### config.mk
export PLATFORM = sky130hd
export DESIGN_NAME = lfdt_cell
export DESIGN_NICKNAME = d
export VERILOG_FILES = /design/src/lfdt_pkg.sv /design/src/lfdt_cell.sv
export SDC_FILE = /design/constraint.sdc
export NUM_CORES = 1
export LEC_CHECK = 0
export ABC_AREA = 1
export BUFFER_PORTS_ARGS = -buffer_cell sky130_fd_sc_hd__buf_2
export CELL_PAD_IN_SITES_DETAIL_PLACEMENT = 1
export CELL_PAD_IN_SITES_GLOBAL_PLACEMENT = 1
export CORE_UTILIZATION = 33
export DETAILED_ROUTE_END_ITERATION = 10
export GPL_TIMING_DRIVEN = 0
export PLACE_DENSITY = 0.85
export SLEW_MARGIN = 20
export SYNTH_ARGS = -nofsm -noshare
export SYNTH_HDL_FRONTEND = slang
export SYNTH_SLANG_ARGS = --single-unit
### constraint.sdc
create_clock -name clk_i -period 1.6 [get_ports clk_i]
set_input_delay 0.16 -clock clk_i [delete_from_list [all_inputs] [get_ports clk_i]]
set_output_delay 0.16 -clock clk_i [all_outputs]
set_load 0.02 [all_outputs]
### src/lfdt_pkg.sv
// Shared widths, codes and link types of the lowest-free descriptor table.
`default_nettype none

package lfdt_pkg;

  localparam int unsigned CMD_W     = 2;
  localparam int unsigned HANDLE_W  = 16;
  localparam int unsigned SLOT_W    = 8;
  localparam int unsigned STATUS_W  = 2;
  localparam int unsigned DEPTH_DEF = 64;

  localparam logic [HANDLE_W-1:0] CON_IN  = HANDLE_W'(1);
  localparam logic [HANDLE_W-1:0] CON_OUT = HANDLE_W'(2);

  typedef enum logic [CMD_W-1:0] {
    CMD_ALLOC  = 2'd0,
    CMD_LOOKUP = 2'd1,
    CMD_CLOSE  = 2'd2,
    CMD_DUP    = 2'd3
  } cmd_e;

  typedef enum logic [STATUS_W-1:0] {
    ST_OK      = 2'd0,
    ST_INVALID = 2'd1,
    ST_FULL    = 2'd2
  } status_e;

  // Broadcast from the controller to every cell during a pass
  typedef struct packed {
    logic                clr_en;
    logic                wr_en;
    logic                scan_en;
    logic [SLOT_W-1:0]   addr_a;
    logic [SLOT_W-1:0]   addr_b;
    logic [SLOT_W-1:0]   wr_addr;
    logic [HANDLE_W-1:0] wr_data;
  } ctl_t;

  // Token handed from cell to cell
  typedef struct packed {
    logic                valid;
    logic [HANDLE_W-1:0] rd_a;
    logic [HANDLE_W-1:0] rd_b;
    logic                hunt;
    logic                found;
    logic [SLOT_W-1:0]   idx;
  } link_t;

  typedef struct packed {
    status_e             status;
    logic [SLOT_W-1:0]   slot_out;
    logic [HANDLE_W-1:0] handle_out;
    logic                release_res;
    logic [HANDLE_W-1:0] released_handle;
    logic                add_reference;
  } res_t;

  function automatic logic is_console(input logic [HANDLE_W-1:0] h);
    return (h == CON_IN) || (h == CON_OUT);
  endfunction

endpackage

`default_nettype wire

### src/lfdt_cell.sv
// One table slot: holds its handle and acts on the token as it passes.
`default_nettype none

module lfdt_cell #(
  parameter int unsigned CELL_IDX = 0
) (
  input  wire logic           clk_i,
  input  wire logic           rst_ni,
  input  wire lfdt_pkg::ctl_t  ctl_i,
  input  wire lfdt_pkg::link_t link_i,
  output lfdt_pkg::link_t      link_o
);
  import lfdt_pkg::*;

  localparam logic [SLOT_W-1:0]   MY_IDX  = SLOT_W'(CELL_IDX);
  localparam logic [HANDLE_W-1:0] RST_VAL = (CELL_IDX == 0) ? CON_IN :
                                            (CELL_IDX == 1) ? CON_OUT : '0;

  logic [HANDLE_W-1:0] entry_q, entry_d;
  link_t               link_q, link_d;

  always_comb begin
    entry_d = entry_q;
    link_d  = link_i;
    if (link_i.valid) begin
      if (ctl_i.addr_a == MY_IDX) begin
        link_d.rd_a = entry_q;
      end
      if (ctl_i.addr_b == MY_IDX) begin
        link_d.rd_b = entry_q;
      end
      if (ctl_i.clr_en && (ctl_i.addr_a == MY_IDX)) begin
        entry_d = '0;
      end
      if (ctl_i.wr_en && (ctl_i.wr_addr == MY_IDX)) begin
        entry_d     = ctl_i.wr_data;
        link_d.hunt = ctl_i.scan_en;
      end else if (link_i.hunt && (entry_q == '0)) begin
        link_d.hunt  = 1'b0;
        link_d.found = 1'b1;
        link_d.idx   = MY_IDX;
      end
    end
  end

  always_ff @(posedge clk_i or negedge rst_ni) begin
    if (!rst_ni) begin
      entry_q <= RST_VAL;
      link_q  <= '0;
    end else begin
      entry_q <= entry_d;
      link_q  <= link_d;
    end
  end

  assign link_o = link_q;

endmodule

`default_nettype wire

==> flow_metrics.py <==
metrics = {
    "outcome": {
        "outcome": "finished, final reports clean",
    },
    "grt": {
        "grtUsageTotal_pct": 18.2,
        "grt_pass1_wl_um": 11800,
        "grt_overflow_total": 0,
        "grt_pass1_vias": 2496,
        "grt_antenna_before_repair": 0,
        "grt_max_degree": 60,
    },
    "drt": {
        "routed_wl_um": 7090,
        "firstDrtPassIters": 4,
        "drcViolationCount": 0,
        "viasPerCell": 4.45,
        "vias": 2370,
        "drtIter0Drc": 69,
        "ant_nets": 0,
        "routedWlPerCell_um": 13.3,
    },
    "logic_synthesis": {
        "avgSynthCellArea_um2": 9.42,
        "synth_fp_nets": 371,
        "synth_cells": 283,
        "synth_edf_count": 0,
        "yosys_most_used_dff": "dfrtp_1",
        "synth_area_leaders": "dfrtp_1 54%, nand2_1 7.7%, inv_1 6.3%",
        "ys_types": 24,
        "ys_ff_latch": 59,
        "yosysSeqAreaShare_pct": 55.4,
        "yosysWarnings": 0,
        "netlist.area_leader.share_pct": 54.4,
        "synth_top_area_cell": "dfrtp_1",
        "syn-cell-area_mm2": 0.00267,
        "synth-async-reset-ratio_pct": 100,
    },
    "power": {
        "ir_drop_mv": 0.430,
        "p_seq_share_pct": 48.7,
        "design_power_total_mw": 3.28,
        "pwr_density_cell_mw_per_mm2": 899,
        "p_int_mw": 2.36,
        "switchingPower_uw": 919,
        "power_frac_comb_pct": 14.4,
        "p_clk_share_pct": 36.9,
        "leakage_nw": 1.92,
        "swShare_pct": 28.0,
    },
    "place": {
        "placement.io_buffers": 129,
        "postPlaceCellArea_mm2": 0.00344,
        "hpwl_um": 5680,
        "gp_congestion": 0.727,
        "place_ws_ps": 206,
    },
    "sta": {
        "min_period_ps": 1430,
        "clock.fmax_mhz": 702,
        "finalSetupViolCount": 0,
        "slew_headroom_pct": 51.9,
        "final-hold-violation-count": 0,
        "layout_setup_ws_ps": 175,
        "drv_slew": 0,
        "final.setup.tns_ps": 0,
        "rsz0062_at_grt": "false",
        "final.setup_skew_ps": 6.63,
        "min_period_over_period_pct": 89.1,
        "worstMarginPinSlew_ps": 721,
    },
    "finish": {
        "stdcell_area_mm2": 0.00364,
        "n_fill_cell": 964,
        "regArea_mm2": 0.00148,
        "antennaDiodeCount": 0,
        "nets": 513,
        "most-common-layout-cells": "132 x buf_2, 58 x dfrtp_1, 55 x nand2_1, 45 x inv_1, 32 x o21ai_1",
        "syn_to_final_growth_pct": 36.6,
        "drive_gt1_share_pct": 45.3,
        "final_util_pct": 46.9,
        "final_common_cell": "buf_2",
        "multi_input_area_um2": 918,
    },
    "cts": {
        "clock_sinks": 59,
        "cts.htree.levels": 3,
        "cts_max_path_buffers": 2,
        "cts_tree": "yes",
        "clk_latency_ps": 330,
        "cts-root-buf": "clkbuf_8",
        "post-cts-setup-buffers": 0,
        "cts_buffers": 9,
        "clk_pin_slew_worst_paths_ps": 70,
    },
    "min_path": {
        "whs_path_depth": 2,
        "hold_class": "in2reg",
        "hold_start": "link_i[8]",
        "hold_end": "link_o[8]",
    },
    "critical_path": {
        "end_kind": "flip-flop",
        "reg2reg_depth": 6,
        "worstPathArrival_ps": 1640,
        "cp_max_fo": 10,
        "critPathLaunchType": "primary input",
        "r2r_slack_ps": 210,
        "regToRegEndpoint": "link_o[0]",
        "crit_type": "in2reg",
        "worstReg2RegStart": "entry_q[7]",
        "crit_required_ps": 1810,
    },
    "floorplanning": {
        "chipWidth_um": 91.9,
        "die-area_mm2": 0.00844,
        "rows": 32,
        "pin_count": 131,
        "core_mm2": 0.00777,
        "die_h_um": 91.9,
        "start_util_pct": 34.3,
    },
    "flow_run": {
        "cap_violations": 0,
    },
}
power groups by stage:
stage | clock, mW | sequential (mW) | combinational, mW
CTS | 1.25 | 1.60 | 0.480
global placement | 0 | 1.62 | 0.459
detailed placement | 0 | 1.62 | 0.475
floorplan | 0 | 1.70 | 0.154
finish | 1.21 | 1.59 | 0.471
global route | 1.30 | 1.60 | 0.521
per-layer routing:
layer | vias to the layer above | track usage, % | part of all wire, %
met1 | 1091 | 22.2 | 42
met4 | 0 | 8.46 | 2.6
met3 | 16 | 4.56 | 6.9
li1 | 1174 | - | -
met5 | - | 0 | 0
met2 | 89 | 30.0 | 49
cells in the mapped netlist (2+ instances only):
library cell	instances
dfrtp_1	58
nand2_1	55
inv_1	45
o21ai_1	32
nand4_1	17
nor2_1	13
nand3_2	11
nand3_1	10
nor2_2	10
nor2_4	6
buf_2	4
buf_4	4
buf_6	3
clkbuf_1	2
nand2_4	2
nand3_4	2
nor3_2	2
critical path, stage by stage:
cell and delay (ps):
dlygate4sd3_1 530, buf_2 140, buf_6 160, nand2_4 60, nor2_4 110, nand3_4 110
nor2_4 290, nor2_2 60
registers in the layout, indices dropped and copies added (netlist names):
name / cells
link_o: 43
entry_q: 16
worst max-delay path by stage:
| stage | start | endpoint | slack, ps | cells past startpoint |
|---|---|---|---|---|
| 6_report | link_i[42] | link_o[0] | 170 | 8 |
| 5_1_grt | entry_q[7] | link_o[7] | 60 | 6 |
| 4_1_cts | link_i[42] | link_o[21] | 130 | 8 |
| 3_5_place_dp | entry_q[7] | link_o[0] | 210 | 6 |
| 3_3_place_gp | entry_q[3] | link_o[0] | 260 | 6 |
| 2_1_floorplan | entry_q[3] | link_o[0] | 410 | 6 |
cell families (layout without fill, tap and decap cells):
logic type      count (synthesis)  count (layout)  synth area share [%]
simple gates                  130             130                  27.8
buf+inv                        60             207                  10.1
flops                          59              59                  55.4
compound gates                 34              34                  6.62
cell type report:
cell class / instances / share of cell area (%)
multi-input combinational: 164 / 25.2
clock inverter: 6 / 1.13
timing repair buffer: 131 / 18.3
sequential: 59 / 40.6
tap: 102 / 3.50
buffer: 13 / 2.54
clock buffer: 10 / 3.78
inverter: 47 / 4.91
timing repair:
action,in CTS,in global routing
setup endpoints to repair,0,4
endpoints found under the hold margin,59,0
hold buffers,2,0
gates resized for setup,0,2
metrics by stage:
step / instances / hold WS [ps]
after detailed placement: 514 / 267
after CTS: 532 / 14.1
final: 532 / 27.0
after floorplan: 283 / -136
after global placement: 514 / 322
after global routing: 532 / 42.4
Power figures use the tool's default switching activity.
