### src/lfdt_pkg.sv
// Shared widths, codes and link types of the lowest-free descriptor table.
`default_nettype none

package lfdt_pkg;

  localparam int unsigned CMD_W     = 2;
  localparam int unsigned HANDLE_W  = 16;
  localparam int unsigned SLOT_W    = 8;
  localparam int unsigned STATUS_W  = 2;
  localparam int unsigned DEPTH_DEF = 64;

  localparam logic [HANDLE_W-1:0] CON_IN  = HANDLE_W'(1);
  localparam logic [HANDLE_W-1:0] CON_OUT = HANDLE_W'(2);

  typedef enum logic [CMD_W-1:0] {
    CMD_ALLOC  = 2'd0,
    CMD_LOOKUP = 2'd1,
    CMD_CLOSE  = 2'd2,
    CMD_DUP    = 2'd3
  } cmd_e;

  typedef enum logic [STATUS_W-1:0] {
    ST_OK      = 2'd0,
    ST_INVALID = 2'd1,
    ST_FULL    = 2'd2
  } status_e;

  // Broadcast from the controller to every cell during a pass
  typedef struct packed {
    logic                clr_en;
    logic                wr_en;
    logic                scan_en;
    logic [SLOT_W-1:0]   addr_a;
    logic [SLOT_W-1:0]   addr_b;
    logic [SLOT_W-1:0]   wr_addr;
    logic [HANDLE_W-1:0] wr_data;
  } ctl_t;

  // Token handed from cell to cell
  typedef struct packed {
    logic                valid;
    logic [HANDLE_W-1:0] rd_a;
    logic [HANDLE_W-1:0] rd_b;
    logic                hunt;
    logic                found;
    logic [SLOT_W-1:0]   idx;
  } link_t;

  typedef struct packed {
    status_e             status;
    logic [SLOT_W-1:0]   slot_out;
    logic [HANDLE_W-1:0] handle_out;
    logic                release_res;
    logic [HANDLE_W-1:0] released_handle;
    logic                add_reference;
  } res_t;

  function automatic logic is_console(input logic [HANDLE_W-1:0] h);
    return (h == CON_IN) || (h == CON_OUT);
  endfunction

endpackage

`default_nettype wire

### src/lfdt_ctrl.sv
// Command sequencer: launches passes, tracks the free pointer, holds the result beat.
`default_nettype none

module lfdt_ctrl #(
  parameter int unsigned TABLE_DEPTH = lfdt_pkg::DEPTH_DEF
) (
  input  wire logic                          clk_i,
  input  wire logic                          rst_ni,
  input  wire logic                          in_valid_i,
  output logic                               in_stall_o,
  input  wire logic [lfdt_pkg::CMD_W-1:0]    command_i,
  input  wire logic [lfdt_pkg::HANDLE_W-1:0] handle_i,
  input  wire logic [lfdt_pkg::SLOT_W-1:0]   slot_i,
  input  wire logic [lfdt_pkg::SLOT_W-1:0]   target_slot_i,
  output logic                               out_valid_o,
  input  wire logic                          out_stall_i,
  output logic [lfdt_pkg::STATUS_W-1:0]      status_o,
  output logic [lfdt_pkg::SLOT_W-1:0]        slot_out_o,
  output logic [lfdt_pkg::HANDLE_W-1:0]      handle_out_o,
  output logic                               release_res_o,
  output logic [lfdt_pkg::HANDLE_W-1:0]      released_handle_o,
  output logic                               add_reference_o,
  output lfdt_pkg::ctl_t                     ctl_o,
  output lfdt_pkg::link_t                    inject_o,
  input  wire lfdt_pkg::link_t               tail_i
);
  import lfdt_pkg::*;

  localparam int unsigned        PTR_W     = $clog2(TABLE_DEPTH + 1);
  localparam int unsigned        EXT_W     = SLOT_W + 1;
  localparam logic [PTR_W-1:0]   DEPTH_PTR = PTR_W'(TABLE_DEPTH);
  localparam logic [EXT_W-1:0]   DEPTH_EXT = EXT_W'(TABLE_DEPTH);

  typedef enum logic [1:0] {
    S_IDLE,
    S_PASS1,
    S_PASS2,
    S_DONE
  } state_e;

  state_e              state_q, state_d;
  logic [PTR_W-1:0]    nf_q, nf_d;
  ctl_t                ctl_q, ctl_d;
  logic                launch_q, launch_d;
  cmd_e                cmd_q, cmd_d;
  logic [SLOT_W-1:0]   slot_q, slot_d;
  logic [SLOT_W-1:0]   tgt_q, tgt_d;
  res_t                res_q, res_d;
  res_t                out_q, out_d;
  logic                out_valid_q, out_valid_d;

  logic [EXT_W-1:0]    nf_ext;
  logic [EXT_W-1:0]    slot_ext;
  logic [EXT_W-1:0]    tgt_ext;
  logic                in_rng;
  logic                tgt_rng;
  logic [PTR_W-1:0]    nf_scan;
  logic [PTR_W-1:0]    nf_dup;

  assign nf_ext   = EXT_W'(nf_q);
  assign slot_ext = EXT_W'(slot_q);
  assign tgt_ext  = EXT_W'(tgt_q);
  assign in_rng   = EXT_W'(slot_i) < DEPTH_EXT;
  assign tgt_rng  = tgt_ext < DEPTH_EXT;
  assign nf_scan  = tail_i.found ? PTR_W'(tail_i.idx) : DEPTH_PTR;
  assign nf_dup   = ((tail_i.rd_b != '0) && (tgt_ext < nf_ext)) ? PTR_W'(tgt_q) : nf_q;

  always_comb begin
    state_d     = state_q;
    nf_d        = nf_q;
    ctl_d       = ctl_q;
    launch_d    = 1'b0;
    cmd_d       = cmd_q;
    slot_d      = slot_q;
    tgt_d       = tgt_q;
    res_d       = res_q;
    out_d       = out_q;
    out_valid_d = out_valid_q && out_stall_i;
    unique case (state_q)
      S_IDLE: begin
        if (in_valid_i) begin
          cmd_d        = cmd_e'(command_i);
          slot_d       = slot_i;
          tgt_d        = target_slot_i;
          res_d        = '0;
          ctl_d        = '0;
          ctl_d.addr_a = slot_i;
          ctl_d.addr_b = target_slot_i;
          state_d      = S_PASS1;
          launch_d     = 1'b1;
          unique case (cmd_e'(command_i))
            CMD_ALLOC: begin
              if (handle_i == '0) begin
                res_d.status = ST_INVALID;
                state_d      = S_DONE;
                launch_d     = 1'b0;
              end else if (nf_q == DEPTH_PTR) begin
                res_d.status = ST_FULL;
                state_d      = S_DONE;
                launch_d     = 1'b0;
              end else begin
                ctl_d.wr_en   = 1'b1;
                ctl_d.scan_en = 1'b1;
                ctl_d.wr_addr = SLOT_W'(nf_q);
                ctl_d.wr_data = handle_i;
              end
            end
            CMD_CLOSE: begin
              if (!in_rng) begin
                res_d.status = ST_INVALID;
                state_d      = S_DONE;
                launch_d     = 1'b0;
              end else begin
                ctl_d.clr_en = 1'b1;
              end
            end
            CMD_LOOKUP, CMD_DUP: begin
              if (!in_rng) begin
                res_d.status = ST_INVALID;
                state_d      = S_DONE;
                launch_d     = 1'b0;
              end
            end
          endcase
        end
      end
      S_PASS1: begin
        if (tail_i.valid) begin
          state_d = S_DONE;
          unique case (cmd_q)
            CMD_ALLOC: begin
              nf_d           = nf_scan;
              res_d.slot_out = ctl_q.wr_addr;
            end
            CMD_LOOKUP: begin
              res_d.handle_out = tail_i.rd_a;
            end
            CMD_CLOSE: begin
              if (tail_i.rd_a == '0) begin
                res_d.status = ST_INVALID;
              end else begin
                if (!is_console(tail_i.rd_a)) begin
                  res_d.release_res     = 1'b1;
                  res_d.released_handle = tail_i.rd_a;
                end
                if (slot_ext < nf_ext) begin
                  nf_d = PTR_W'(slot_q);
                end
              end
            end
            CMD_DUP: begin
              if (tail_i.rd_a == '0) begin
                res_d.status = ST_INVALID;
              end else if (slot_q == tgt_q) begin
                res_d.slot_out = tgt_q;
              end else if (!tgt_rng) begin
                res_d.status = ST_INVALID;
              end else begin
                if ((tail_i.rd_b != '0) && !is_console(tail_i.rd_b)) begin
                  res_d.release_res     = 1'b1;
                  res_d.released_handle = tail_i.rd_b;
                end
                res_d.add_reference = !is_console(tail_i.rd_a);
                res_d.slot_out      = tgt_q;
                ctl_d.clr_en        = 1'b0;
                ctl_d.wr_en         = 1'b1;
                ctl_d.wr_addr       = tgt_q;
                ctl_d.wr_data       = tail_i.rd_a;
                ctl_d.scan_en       = EXT_W'(nf_dup) == tgt_ext;
                nf_d                = nf_dup;
                launch_d            = 1'b1;
                state_d             = S_PASS2;
              end
            end
          endcase
        end
      end
      S_PASS2: begin
        if (tail_i.valid) begin
          if (ctl_q.scan_en) begin
            nf_d = nf_scan;
          end
          state_d = S_DONE;
        end
      end
      S_DONE: begin
        if (!out_valid_q || !out_stall_i) begin
          out_valid_d = 1'b1;
          out_d       = res_q;
          state_d     = S_IDLE;
        end
      end
    endcase
  end

  always_ff @(posedge clk_i or negedge rst_ni) begin
    if (!rst_ni) begin
      state_q     <= S_IDLE;
      nf_q        <= PTR_W'(2);
      ctl_q       <= '0;
      launch_q    <= 1'b0;
      cmd_q       <= CMD_ALLOC;
      slot_q      <= '0;
      tgt_q       <= '0;
      res_q       <= '0;
      out_q       <= '0;
      out_valid_q <= 1'b0;
    end else begin
      state_q     <= state_d;
      nf_q        <= nf_d;
      ctl_q       <= ctl_d;
      launch_q    <= launch_d;
      cmd_q       <= cmd_d;
      slot_q      <= slot_d;
      tgt_q       <= tgt_d;
      res_q       <= res_d;
      out_q       <= out_d;
      out_valid_q <= out_valid_d;
    end
  end

  assign in_stall_o        = (state_q != S_IDLE);
  assign out_valid_o       = out_valid_q;
  assign status_o          = out_q.status;
  assign slot_out_o        = out_q.slot_out;
  assign handle_out_o      = out_q.handle_out;
  assign release_res_o     = out_q.release_res;
  assign released_handle_o = out_q.released_handle;
  assign add_reference_o   = out_q.add_reference;
  assign ctl_o             = ctl_q;

  always_comb begin
    inject_o       = '0;
    inject_o.valid = launch_q;
  end

  a_tail_in_pass: assert property (@(posedge clk_i) disable iff (!rst_ni)
    tail_i.valid |-> (state_q == S_PASS1 || state_q == S_PASS2))
    else $error("token left the chain outside a pass");

  a_nf_bound: assert property (@(posedge clk_i) disable iff (!rst_ni)
    nf_q <= DEPTH_PTR)
    else $error("free pointer beyond table depth");

  a_wr_clr_excl: assert property (@(posedge clk_i) disable iff (!rst_ni)
    !(ctl_q.wr_en && ctl_q.clr_en))
    else $error("write and clear in the same pass");

  a_launch_single: assert property (@(posedge clk_i) disable iff (!rst_ni)
    launch_q |=> !launch_q)
    else $error("two tokens launched back to back");

endmodule

`default_nettype wire

### config.mk
export PLATFORM = sky130hd
export DESIGN_NAME = lfdt_ctrl
export DESIGN_NICKNAME = d
export VERILOG_FILES = /design/src/lfdt_pkg.sv /design/src/lfdt_ctrl.sv
export SDC_FILE = /design/constraint.sdc
export NUM_CORES = 1
export LEC_CHECK = 0
export ABC_AREA = 1
export BUFFER_PORTS_ARGS = -buffer_cell sky130_fd_sc_hd__buf_2
export CAP_MARGIN = 20
export CELL_PAD_IN_SITES_DETAIL_PLACEMENT = 0
export CELL_PAD_IN_SITES_GLOBAL_PLACEMENT = 1
export CORE_ASPECT_RATIO = 0.5
export CORE_MARGIN = 8
export CORE_UTILIZATION = 31
export DETAILED_ROUTE_END_ITERATION = 10
export PLACE_DENSITY_LB_ADDON = 0.1
export SYNTH_ARGS = -nofsm -noshare
export SYNTH_HDL_FRONTEND = slang
export SYNTH_SLANG_ARGS = --single-unit
### constraint.sdc
create_clock -name clk_i -period 2.7 [get_ports clk_i]
set_clock_uncertainty 0.15 [all_clocks]
set_input_delay 0.54 -clock clk_i [delete_from_list [all_inputs] [get_ports clk_i]]
set_output_delay 0.54 -clock clk_i [all_outputs]
set_load 0.01 [all_outputs]
==> flow_metrics.tcl <==
set metrics [dict create \
    p_leak_nw 4.731 \
    clk_latency_ns 0.44 \
    cts.clk_slew.worst_paths_ns 0.06 \
    dp_hpwl_mm 19.09 \
    cts_setup_buffers 0 \
    start_util 0.3148 \
    rsz0062_at_grt "false" \
    outcome "finished clean" \
    synth-seq-cells 144 \
    maxSlewHeadroom 0.5436 \
    dieArea_sq_um 29890 \
    synth_xor_area_frac 0 \
    finalSetupViolations 0 \
    placed_cells 1361 \
    post-route-period-util 0.9121 \
    tns_ns 0 \
    hold_viol 0 \
    synth_warnings 0 \
    io_pins 213 \
    wirelength_mm 24.74 \
    power-per-cell-area_nw_per_um2 1183 \
    first_pass_iters 5 \
    synth.distinct_cells 48 \
    grt_max_degree 55 \
    drt-initial-drc-count 454 \
    yosysSeqAreaShare 0.4777 \
    vias 6610 \
    fp-row-count 40 \
    cts_buffer_depth 2 \
    startpoint_type "register" \
    vias_per_cell 4.742 \
    critical_path_class "reg -> reg" \
    synthCells 880 \
    fin_area_sq_um 9339 \
    place_congestion 0.8145 \
    reg2reg_depth 9 \
    postSynthAreaPerCell_sq_um 8.575 \
    synth-compound-area-share 0.1675 \
    cts_tree "done" \
    die_x_microns 236.6 \
    worstSetupEndpointType "register" \
    cp_max_fo 36 \
    nFillCells 2506 \
    slew_violations 0 \
    syn-cell-area_sq_um 7546 \
    synth_edf_count 0 \
    ant_nets 0 \
    setup_slack_ns 0.2372 \
    drv_cap 0 \
    core_sq_um 23970 \
    overflow 0 \
    dpl_cell_area_sq_um 8745 \
    cts_max_level 4 \
    ys.flop_type "dfrtp_1" \
    area_growth_pct 23.76 \
    cts_sinks 144 \
    port_buffers 168 \
    drive_above_1_share 0.2804 \
    hold_depth 3 \
    async_reset_ff_frac 1.000 \
    synth_top_family_by_area "simple AND/OR/NAND/NOR gates" \
    antenna_found_initial 1 \
    nNetsFinal 1163 \
    grt_pass1_vias 6891 \
    worst_pin_slew_ns 0.6822 \
    synthSimpleGateAreaFrac 0.1837 \
    grt_pass1_wl_mm 38.87 \
    period_needed_ns 2.463 \
    fmax_ghz 0.4060 \
    synth_fa_ha_area_frac 0.02653 \
    die_h_microns 126.3 \
    wl_per_cell_microns 17.75 \
    hold_path.class "in -> reg" \
    fin_cells 1394 \
    worstPathRequired_ns 2.91 \
    cts_root_buf "clkbuf_16" \
    muxShareOfSynthArea 0.02985 \
    numCtsBuffers 17 \
    final_common_cell "nand2_1" \
    vdd_drop_max_uv 408.6 \
    pre_cts_ws_ns 0.1760 \
    drc 0 \
    crit_arrival_ns 2.67 \
    final_cell_mix "nand2_1, buf_2, dfrtp_1" \
    ctsResizeCount 0 \
    rrSetupSlack_ns 0.24 \
    grt_util_all_layers 0.1661 \
]
-- per-layer routing --
layer | track usage | vias up | wire [microns]
met1 | 0.2120 | 3212 | 11580
li1 | - | 3236 | -
met2 | 0.2792 | 141 | 11970
met4 | 0.04521 | 0 | 258
met3 | 0.04128 | 21 | 928
met5 | 0 | - | 0
-- logic make-up (layout without fill, tap and decap cells) --
group                    Yosys count  in the layout
AO/OA/AOI/OAI                    209            209
multiplexers                      20             20
buffers and inverters            166            322
adder cells (fa/ha/maj)           16             16
AND/OR/NAND/NOR                  324            324
other                              1             44
flip-flops                       144            144
-- metrics by stage --
step | hold WS [ns] | total power, mW | util
after floorplan | 0.09441 | 6.906 | -
after global placement | 0.2566 | 8.719 | 0.3648
after detailed placement | 0.2584 | 8.782 | 0.3648
after CTS | 0.1791 | 11.23 | 0.3894
after global routing | 0.1829 | 11.96 | 0.3895
final | 0.1992 | 11.04 | 0.3896
-- flip-flops by register name, indices dropped and copies added (netlist names), 2 cells and up --
name	cells
cmd_q	2
ctl_o	27
handle_out_o	16
nf_q	7
released_handle_o	16
res_q	44
slot_out_o	8
slot_q	8
state_q	2
status_o	2
tgt_q	8
-- final timing paths --
check                      startpoint        end
max reg2reg                state_q[1]   ctl_o[2]
max                        state_q[1]   ctl_o[2]
min                         slot_i[1]  slot_q[1]
max in group asynchronous      rst_ni    nf_q[1]
min in group asynchronous      rst_ni  res_q[35]
min reg2reg                 res_q[42]  res_q[42]
-- synthesized netlist by cell type, types with 14 or more instances --
cell        n  area share
nand3_1    34       0.023
mux2_2     20       0.030
o21ai_1    34       0.023
ha_1       16       0.027
clkbuf_1   14      0.0070
dfrtp_1   143        0.47
buf_4      46       0.046
a22oi_1    29       0.029
nor2_1     65       0.032
a21oi_1    31       0.021
o21ai_2    18       0.021
nand2_1   191       0.095
o22ai_1    22       0.018
o21ai_0    62       0.041
inv_1      77       0.038
-- cell type report --
type / count / area, sq um / area share
clock inverters: 8 / 105.1 / 0.01125
clock buffers: 22 / 474.2 / 0.05078
repair buffers: 202 / 1167 / 0.1250
multi-input cells: 611 / 3238 / 0.3467
well taps: 315 / 394.1 / 0.04220
flip-flops and latches: 144 / 3605 / 0.3860
inverters: 90 / 350.3 / 0.03751
diodes: 2 / 5.005 / 0.0005359
-- repair_timing --
action                     in CTS  in global routing
setup endpoints to repair       0                  0
hold buffers                    1                  0
hold endpoints to repair       16                  0
-- power by group --
part | internal [mW] | leakage [nW] | switching, mW
Clock | 1.43 | 0.275 | 0.945
Combinational | 1.94 | 2.57 | 3.33
Sequential | 2.91 | 1.89 | 0.489
Total | 6.27 | 4.73 | 4.77
-- critical path, cell delays in order, from the launching register on --
cell,delay (ns)
dfrtp_1,0.40
inv_1,0.09
ha_1,0.24
buf_4,0.28
nor2_1,0.22
nand3_2,0.22
nor2_2,0.21
buf_4,0.25
a22oi_1,0.12
o21ai_0,0.18
Note: power is estimated with default switching activity, not from simulation.
